<file path="src/design/rasr_pkg.sv">
// Shared constants and types for the row absolute-sum reciprocal block.
package rasr_pkg;
  localparam int unsigned MaxRows = 8;
  localparam int unsigned RowW = 3;
  localparam int unsigned SumW = 48;
  localparam int unsigned QDepth = 4;
  localparam int unsigned QPtrW = 2;
  localparam logic [SumW-1:0] SumMax = {SumW{1'b1}};
  localparam logic [31:0] OneQ16 = 32'h0001_0000;

  typedef struct packed {
    logic [SumW-1:0] sum;
    logic [RowW-1:0] row;
    logic            last;
  } job_t;
endpackage

</file>
<file path="src/design/rasr_front.sv">
// Front end: accumulates per-row magnitude sums and emits one job per row at block end.
module rasr_front import rasr_pkg::*; (
  input  logic        clk_i,
  input  logic        rst_ni,
  input  logic        in_valid_i,
  output logic        in_ready_o,
  input  logic [31:0] value_i,
  input  logic [2:0]  sub_row_i,
  input  logic        has_value_i,
  input  logic        end_of_row_i,
  input  logic [3:0]  rows_i,
  output logic        job_valid_o,
  input  logic        job_ready_i,
  output job_t        job_o
);
  logic [SumW-1:0] sums_q [MaxRows];
  logic [SumW-1:0] snap_q [MaxRows];
  logic            drain_q;
  logic [RowW-1:0] idx_q;
  logic [RowW-1:0] last_q;
  logic [3:0]      n;
  logic [31:0]     mag;
  logic [SumW:0]   add;
  logic [SumW-1:0] addsat;
  logic            acc;

  always_comb begin
    n = rows_i;
    if (n == 4'd0) n = 4'd1;
    if (n > 4'(MaxRows)) n = 4'(MaxRows);
    mag = value_i[31] ? (32'd0 - value_i) : value_i;
    add = {1'b0, sums_q[sub_row_i]} + {{(SumW-31){1'b0}}, mag};
    addsat = add[SumW] ? SumMax : add[SumW-1:0];
  end

  assign in_ready_o = !drain_q;
  assign acc = in_valid_i && in_ready_o;
  assign job_valid_o = drain_q;
  assign job_o = '{sum: snap_q[idx_q], row: idx_q, last: idx_q == last_q};

  always_ff @(posedge clk_i or negedge rst_ni) begin
    if (!rst_ni) begin
      for (int i = 0; i < MaxRows; i++) sums_q[i] <= '0;
      drain_q <= 1'b0;
      idx_q <= '0;
      last_q <= '0;
    end else begin
      if (acc) begin
        if (end_of_row_i) begin
          for (int i = 0; i < MaxRows; i++) sums_q[i] <= '0;
          drain_q <= 1'b1;
          idx_q <= '0;
          last_q <= RowW'(n - 4'd1);
        end else if (has_value_i && ({1'b0, sub_row_i} < n)) begin
          sums_q[sub_row_i] <= addsat;
        end
      end
      if (drain_q && job_ready_i) begin
        if (idx_q == last_q) drain_q <= 1'b0;
        idx_q <= idx_q + 1'b1;
      end
    end
  end

  always_ff @(posedge clk_i) begin
    if (acc && end_of_row_i) begin
      for (int i = 0; i < MaxRows; i++) begin
        if (has_value_i && ({1'b0, sub_row_i} < n) && (sub_row_i == RowW'(i))) begin
          snap_q[i] <= addsat;
        end else begin
          snap_q[i] <= sums_q[i];
        end
      end
    end
  end
endmodule

</file>
<file path="src/design/rasr_queue.sv">
// Small job queue between the front and back ends.
module rasr_queue import rasr_pkg::*; (
  input  logic clk_i,
  input  logic rst_ni,
  input  logic push_i,
  output logic full_o,
  input  job_t data_i,
  input  logic pop_i,
  output logic empty_o,
  output job_t data_o
);
  job_t           mem_q [QDepth];
  logic [QPtrW-1:0] wp_q, rp_q;
  logic [QPtrW:0]   cnt_q;
  logic wr, rd;

  assign full_o = cnt_q == (QPtrW+1)'(QDepth);
  assign empty_o = cnt_q == '0;
  assign wr = push_i && !full_o;
  assign rd = pop_i && !empty_o;
  assign data_o = mem_q[rp_q];

  always_ff @(posedge clk_i or negedge rst_ni) begin
    if (!rst_ni) begin
      wp_q <= '0;
      rp_q <= '0;
      cnt_q <= '0;
    end else begin
      if (wr) wp_q <= wp_q + 1'b1;
      if (rd) rp_q <= rp_q + 1'b1;
      cnt_q <= cnt_q + (QPtrW+1)'(wr) - (QPtrW+1)'(rd);
    end
  end

  always_ff @(posedge clk_i) begin
    if (wr) mem_q[wp_q] <= data_i;
  end
endmodule

</file>
<file path="src/design/rasr_back.sv">
// Back end: radix-2 restoring divider, capped round(2^32/sum) for sum>0.
module rasr_back import rasr_pkg::*; (
  input  logic        clk_i,
  input  logic        rst_ni,
  input  logic        job_empty_i,
  output logic        job_pop_o,
  input  job_t        job_i,
  output logic        empty_o,
  input  logic        pop_i,
  output logic [31:0] scale_o,
  output logic        row_was_zero_o,
  output logic [2:0]  row_in_block_o,
  output logic        last_o
);
  typedef enum logic [2:0] {
    StIdle = 3'b001,
    StDiv  = 3'b010,
    StOut  = 3'b100
  } state_e;

  localparam int unsigned NumW = 50;
  localparam int unsigned StepW = 6;

  state_e           state_q;
  logic [NumW-1:0]  num_q;
  logic [SumW:0]    rem_q;
  logic [SumW-1:0]  div_q;
  logic [StepW-1:0] step_q;
  logic [RowW-1:0]  row_q;
  logic             last_q, zero_q;
  logic [31:0]      scale_q;
  logic [SumW:0]    trial;
  logic [SumW+1:0]  diff;

  assign trial = {rem_q[SumW-1:0], num_q[NumW-1]};
  assign diff = {1'b0, trial} - {2'b0, div_q};
  assign job_pop_o = (state_q == StIdle) && !job_empty_i;
  assign empty_o = state_q != StOut;
  assign scale_o = scale_q;
  assign row_was_zero_o = zero_q;
  assign row_in_block_o = row_q;
  assign last_o = last_q;

  always_ff @(posedge clk_i or negedge rst_ni) begin
    if (!rst_ni) begin
      state_q <= StIdle;
      step_q <= '0;
    end else begin
      case (state_q)
        StIdle: if (!job_empty_i) begin
          state_q <= (job_i.sum == '0) ? StOut : StDiv;
          step_q <= '0;
        end
        StDiv: begin
          step_q <= step_q + 1'b1;
          if (step_q == StepW'(NumW - 1)) state_q <= StOut;
        end
        StOut: if (pop_i) state_q <= StIdle;
        default: state_q <= StIdle;
      endcase
    end
  end

  always_ff @(posedge clk_i) begin
    case (state_q)
      StIdle: begin
        row_q <= job_i.row;
        last_q <= job_i.last;
        zero_q <= job_i.sum == '0;
        div_q <= job_i.sum;
        num_q <= (NumW'(1) << 32) + NumW'(job_i.sum >> 1);
        rem_q <= '0;
        scale_q <= OneQ16;
      end
      StDiv: begin
        if (!diff[SumW+1]) begin
          rem_q <= diff[SumW:0];
          num_q <= {num_q[NumW-2:0], 1'b1};
        end else begin
          rem_q <= trial;
          num_q <= {num_q[NumW-2:0], 1'b0};
        end
        if (step_q == StepW'(NumW - 1)) begin
          if (|num_q[NumW-2:31]) scale_q <= '1;
          else scale_q <= {num_q[30:0], !diff[SumW+1]};
        end
      end
      default: ;
    endcase
  end
endmodule

</file>
<file path="src/design/row_abs_sum_reciprocal.sv">
// Top level of the row absolute-sum reciprocal block.
//  channel | handshake        | beat
//  input   | push / full      | value_i, sub_row_i, has_value_i, end_of_row_i
//  result  | pop / empty      | scale_o, row_was_zero_o, row_in_block_o, last_o
//  config  | cfg_valid_i/ready| cfg_data_i (rows_per_block)
// One input beat per cycle while no block end is being unloaded; an end beat stalls
// input until each row's job has entered the 4-deep job queue, longer while that queue is full.
// Each nonzero row goes through the serial divider; a zero row skips it.
// Reset clears sums and sets rows_per_block to 1. Either side may stall freely.
module row_abs_sum_reciprocal import rasr_pkg::*; (
  input  logic        clk_i,
  input  logic        rst_ni,
  input  logic        push,
  output logic        full,
  input  logic [31:0] value_i,
  input  logic [2:0]  sub_row_i,
  input  logic        has_value_i,
  input  logic        end_of_row_i,
  output logic        empty,
  input  logic        pop,
  output logic [31:0] scale_o,
  output logic        row_was_zero_o,
  output logic [2:0]  row_in_block_o,
  output logic        last_o,
  input  logic        cfg_valid_i,
  output logic        cfg_ready_o,
  input  logic [3:0]  cfg_data_i
);
  logic [3:0] rows_q;
  logic in_ready, job_valid, q_full, q_empty, q_pop;
  job_t job, q_job;

  assign cfg_ready_o = 1'b1;
  assign full = !in_ready;

  always_ff @(posedge clk_i or negedge rst_ni) begin
    if (!rst_ni) rows_q <= 4'd1;
    else if (cfg_valid_i && cfg_ready_o) rows_q <= cfg_data_i;
  end

  rasr_front u_front (
    .clk_i, .rst_ni,
    .in_valid_i(push), .in_ready_o(in_ready),
    .value_i, .sub_row_i, .has_value_i, .end_of_row_i,
    .rows_i(rows_q),
    .job_valid_o(job_valid), .job_ready_i(!q_full), .job_o(job)
  );

  rasr_queue u_queue (
    .clk_i, .rst_ni,
    .push_i(job_valid), .full_o(q_full), .data_i(job),
    .pop_i(q_pop), .empty_o(q_empty), .data_o(q_job)
  );

  rasr_back u_back (
    .clk_i, .rst_ni,
    .job_empty_i(q_empty), .job_pop_o(q_pop), .job_i(q_job),
    .empty_o(empty), .pop_i(pop),
    .scale_o, .row_was_zero_o, .row_in_block_o, .last_o
  );
endmodule

</file>
<file path="config.mk">
export PLATFORM = sky130hd
export DESIGN_NAME = row_abs_sum_reciprocal
export DESIGN_NICKNAME = d
export VERILOG_FILES = /design/src/design/rasr_pkg.sv /design/src/design/rasr_front.sv /design/src/design/rasr_queue.sv /design/src/design/rasr_back.sv /design/src/design/row_abs_sum_reciprocal.sv
export SDC_FILE = /design/constraint.sdc
export NUM_CORES = 2
export LEC_CHECK = 0
export BUFFER_PORTS_ARGS = -buffer_cell sky130_fd_sc_hd__buf_4
export CORE_MARGIN = 2
export CORE_UTILIZATION = 30
export CTS_BUF_LIST = sky130_fd_sc_hd__clkbuf_2 sky130_fd_sc_hd__clkbuf_4 sky130_fd_sc_hd__clkbuf_8
export DETAILED_ROUTE_END_ITERATION = 7
export GPL_ROUTABILITY_DRIVEN = 0
export PLACE_DENSITY_LB_ADDON = 0.08
export SLEW_MARGIN = 20
export SYNTH_ARGS = -nofsm -noshare
export SYNTH_HDL_FRONTEND = slang
export SYNTH_SLANG_ARGS = --single-unit
</file>
<file path="constraint.sdc">
create_clock -name clk_i -period 22.8 [get_ports clk_i]
set_input_delay 1.14 -clock clk_i [delete_from_list [all_inputs] [get_ports clk_i]]
set_output_delay 1.14 -clock clk_i [all_outputs]
set_load 0.01 [all_outputs]
</file>
==> results.md <==
- Switching part of the total power: 0.3650
- # setup viols final: 0
- Grt ovf: 0
- Outcome: completed
- Number of global-route vias before repair: between 30k and 40k
- Clock root buffer: clkbuf_8
- Pre-Repair DR Iteration Count: 5
- Setup TNS Final: 0 ns
- Layout cell share with drive strength beyond 1: 0.1901
- Placed wire-length estimate: 109600 um
- Netlist cell types: 91
- Die area: approximately 0.19 mm^2
- Lkg Pwr: 0.02530 uW
- Fill cell count: between 15k and 20k
- # rows: 159
- CTS resizes: 0
- R2R Path Start: u_front.sums_q[144]
- Internal power: 5267 uW
- Crit end category: flip-flop
- Top FF cell, synth: edfxtp_1
- Post-CTS Hold Fix Bufs: 0
- Die H: ~440 um
- Area occupied by multi-input gates: 0.02205 mm^2
- Fin Clk Skew: 0.04415 ns
- WS Path Type: in -> reg
- Crit-path most repeated cell: buf_4
- Worst reg2reg setup slack: 17.26 ns
- Antenna violations before repair: 6
- Final nets: 4957
- Cell area after synthesis: 0.05700 mm^2
- Max Buffers Root-to-Sink: 3
- Detail Route Antenna Nets: 0
- Gr usage total: 0.1932
- Final hold vios: 0
- Syn_nets: 4908
- Final worst path period need: 7.171 ns
- Clock share of power: 0.253
- EDFF count, synth: slightly below 800
- Largest net degree at the start of global routing: between 100 and 150
- Worst setup margin: 15.63 ns
- CTS H-tree lvls: 4
- Final core utilization: 0.3447
- PortBufs: 84
- Final period util: 0.3145
- DR vias: 38.14k
- Asr flop ratio synth: 0.3465
- Combinational share of power: 0.355
- Synth warn: 0
- Avg WL per Cell: 24.93 um
- Cells after synthesis: roughly 4.8k
- CTS Buf Count: approximately 220
- Crit path cell chain: buf_6 > buf_4 > buf_4 > mux4_2 > mux2_2 > ha_1 > a21oi_1 > o21ai_0 > a221oi_2 > o21bai_1 > buf_4 > o2111ai_4 > a21boi_4 > buf_4 > nor2_1 > a21oi_1
- Global-route wire length before repair: ~270000 um
- Postcts setup bufs: 0
- Fmax achieved: 139.5 MHz
- Number of primary I/O pins: between 80 and 90
- Reg-to-Reg End: u_front.snap_q[5][25]
- Commonest cells after routing, fill and taps aside: edfxtp_1, nand2_1, nor2_1
- Vias per inst: 5.083
- Commonest non-fill, non-tap cell in the layout: edfxtp_1
- DRT Wirelength: 187000 um
- Slew @ Worst Pin: 1.119 ns
- PwrDens: 127.9 mW/mm^2
- Critical path startpoint category: input port
- Slew headroom: 0.2514
- Clock latency at the later pin of the worst-skew pair: 0.95 ns
- Seq pwr share: 0.392
- Core area: 0.1882 mm^2
- Synth Area per Inst: 11.96 um^2
- Initial drt markers: between 3k and 4k
- Net Sw Power: 3028 uW
- WHS: 0.1943 ns
- Unrepaired setup endpoints after global routing: no
- Sequential area share after synthesis: 0.5887
- Worst Path Required: 23.43 ns
- Crit-path max cell delay: 0.91 ns
- R2R depth: 15
- Hold WC Path Type: in -> async
- Arr. time, crit path: 7.80 ns
- Clk slew on worst S/H paths: ~0.050 ns
- Yosys reg bits: 1186
- Seq. cell area: 0.03358 mm^2
- DRC viols: 0
- Die width: 439.9 um
- Max cap viols: 0
- CP max-delay cell: nor2_1
- CP max FO: 38
- Pins Over Slew Limit: 0
- Area growth, synth to finish: 13.80%
- Clock sink count: 1186
- Initial Util: 0.3029
- Dpl ws: 14.55 ns
- CTS tree: done
- Max VDD drop: 0.09277 mV
-- layer usage --
| layer | part of all wire | GRT usage | routed length [um] |
|---|---|---|---|
| met5 | 0.000043 | 0 | 8 |
| met4 | 0.023 | 0.05247 | 4279 |
| met3 | 0.046 | 0.03273 | 8616 |
| met2 | 0.47 | 0.3148 | 88420 |
| met1 | 0.46 | 0.2655 | 85700 |
-- Yosys cell counts (53+ instances only) --
library cell | n | area share
o21ai_0 | 454 | 0.040
mux4_2 | 243 | 0.096
dfrtp_1 | 409 | 0.18
nand2_1 | 641 | 0.042
inv_1 | 85 | 0.0056
edfxtp_1 | 775 | 0.41
mux2i_1 | 53 | 0.0093
mux2_2 | 87 | 0.017
buf_2 | 62 | 0.0054
ha_1 | 94 | 0.021
a21o_1 | 59 | 0.0078
nor2_1 | 547 | 0.036
clkbuf_1 | 221 | 0.015
xnor2_1 | 87 | 0.013
a21oi_1 | 409 | 0.036
-- critical path, delay by kind of cell --
family                   cells  cell delay (ns)
multiplexers                 2             0.94
AND/OR/NAND/NOR              1             0.91
buffers and inverters        5             2.49
adder cells (fa/ha/maj)      1             0.39
AO/OA/AOI/OAI                7             1.77
-- cell families after synthesis --
family,synth area share
muxes,0.1232
buffers and inverters,0.03005
xor gates and xnor gates,0.01874
other,0.00006579
and+or+nand+nor,0.1029
DFF,0.5887
adders and majority gates,0.02169
AOI/OAI and AO/OA,0.1146
-- state kept, by name, summed over array words and instances, names as in the netlist, 4 cells and up --
| signal | count |
|---|---|
| u_back.scale_o | 32 |
| u_back.step_q | 6 |
| rows_q | 4 |
| u_queue.mem_q | 208 |
| u_back.rem_q | 48 |
| u_back.num_q | 50 |
| u_front.snap_q | 384 |
| u_front.sums_q | 384 |
| u_back.div_q | 48 |
-- power groups by stage --
stage	registers (uW)	logic, uW	clock network, uW
2_1_floorplan	3260	2020	0
5_1_grt	3310	3260	2260
6_report	3250	2940	2100
3_3_place_gp	3300	2990	0
4_1_cts	3270	3000	2160
3_5_place_dp	3310	2990	0
-- worst max path at each step --
| stage | from | to |
|---|---|---|
| after floorplan | push | u_front.snap_q[0][41] |
| after global placement | sub_row_i[0] | u_front.snap_q[4][33] |
| after detailed placement | sub_row_i[0] | u_front.snap_q[0][33] |
| after CTS | sub_row_i[0] | u_front.snap_q[0][33] |
| after global routing | sub_row_i[0] | u_front.snap_q[2][21] |
| final | sub_row_i[0] | u_front.snap_q[5][25] |
-- layout make-up --
| type | instances | share of cell area |
|---|---|---|
| Tap cell | 2495 | 0.04813 |
| Clock inverter | 65 | 0.005729 |
| Sequential cell | 1186 | 0.5176 |
| Multi-Input combinational cell | 3161 | 0.3399 |
| Antenna cell | 6 | 0.0002315 |
| Inverter | 86 | 0.005092 |
| Timing Repair Buffer | 161 | 0.01975 |
| Clock buffer | 343 | 0.06352 |
-- metrics by stage --
stage / std cells / area, um^2 / power, uW
final: 7503 / 64870 / 8295
after global routing: 7498 / 64850 / 8833
after CTS: 7497 / 64840 / 8436
after detailed placement: 7089 / 60340 / 6296
after global placement: 7087 / 60300 / 6286
after floorplan: 4765 / 57000 / 5287
(Power assumes the default switching activity.)
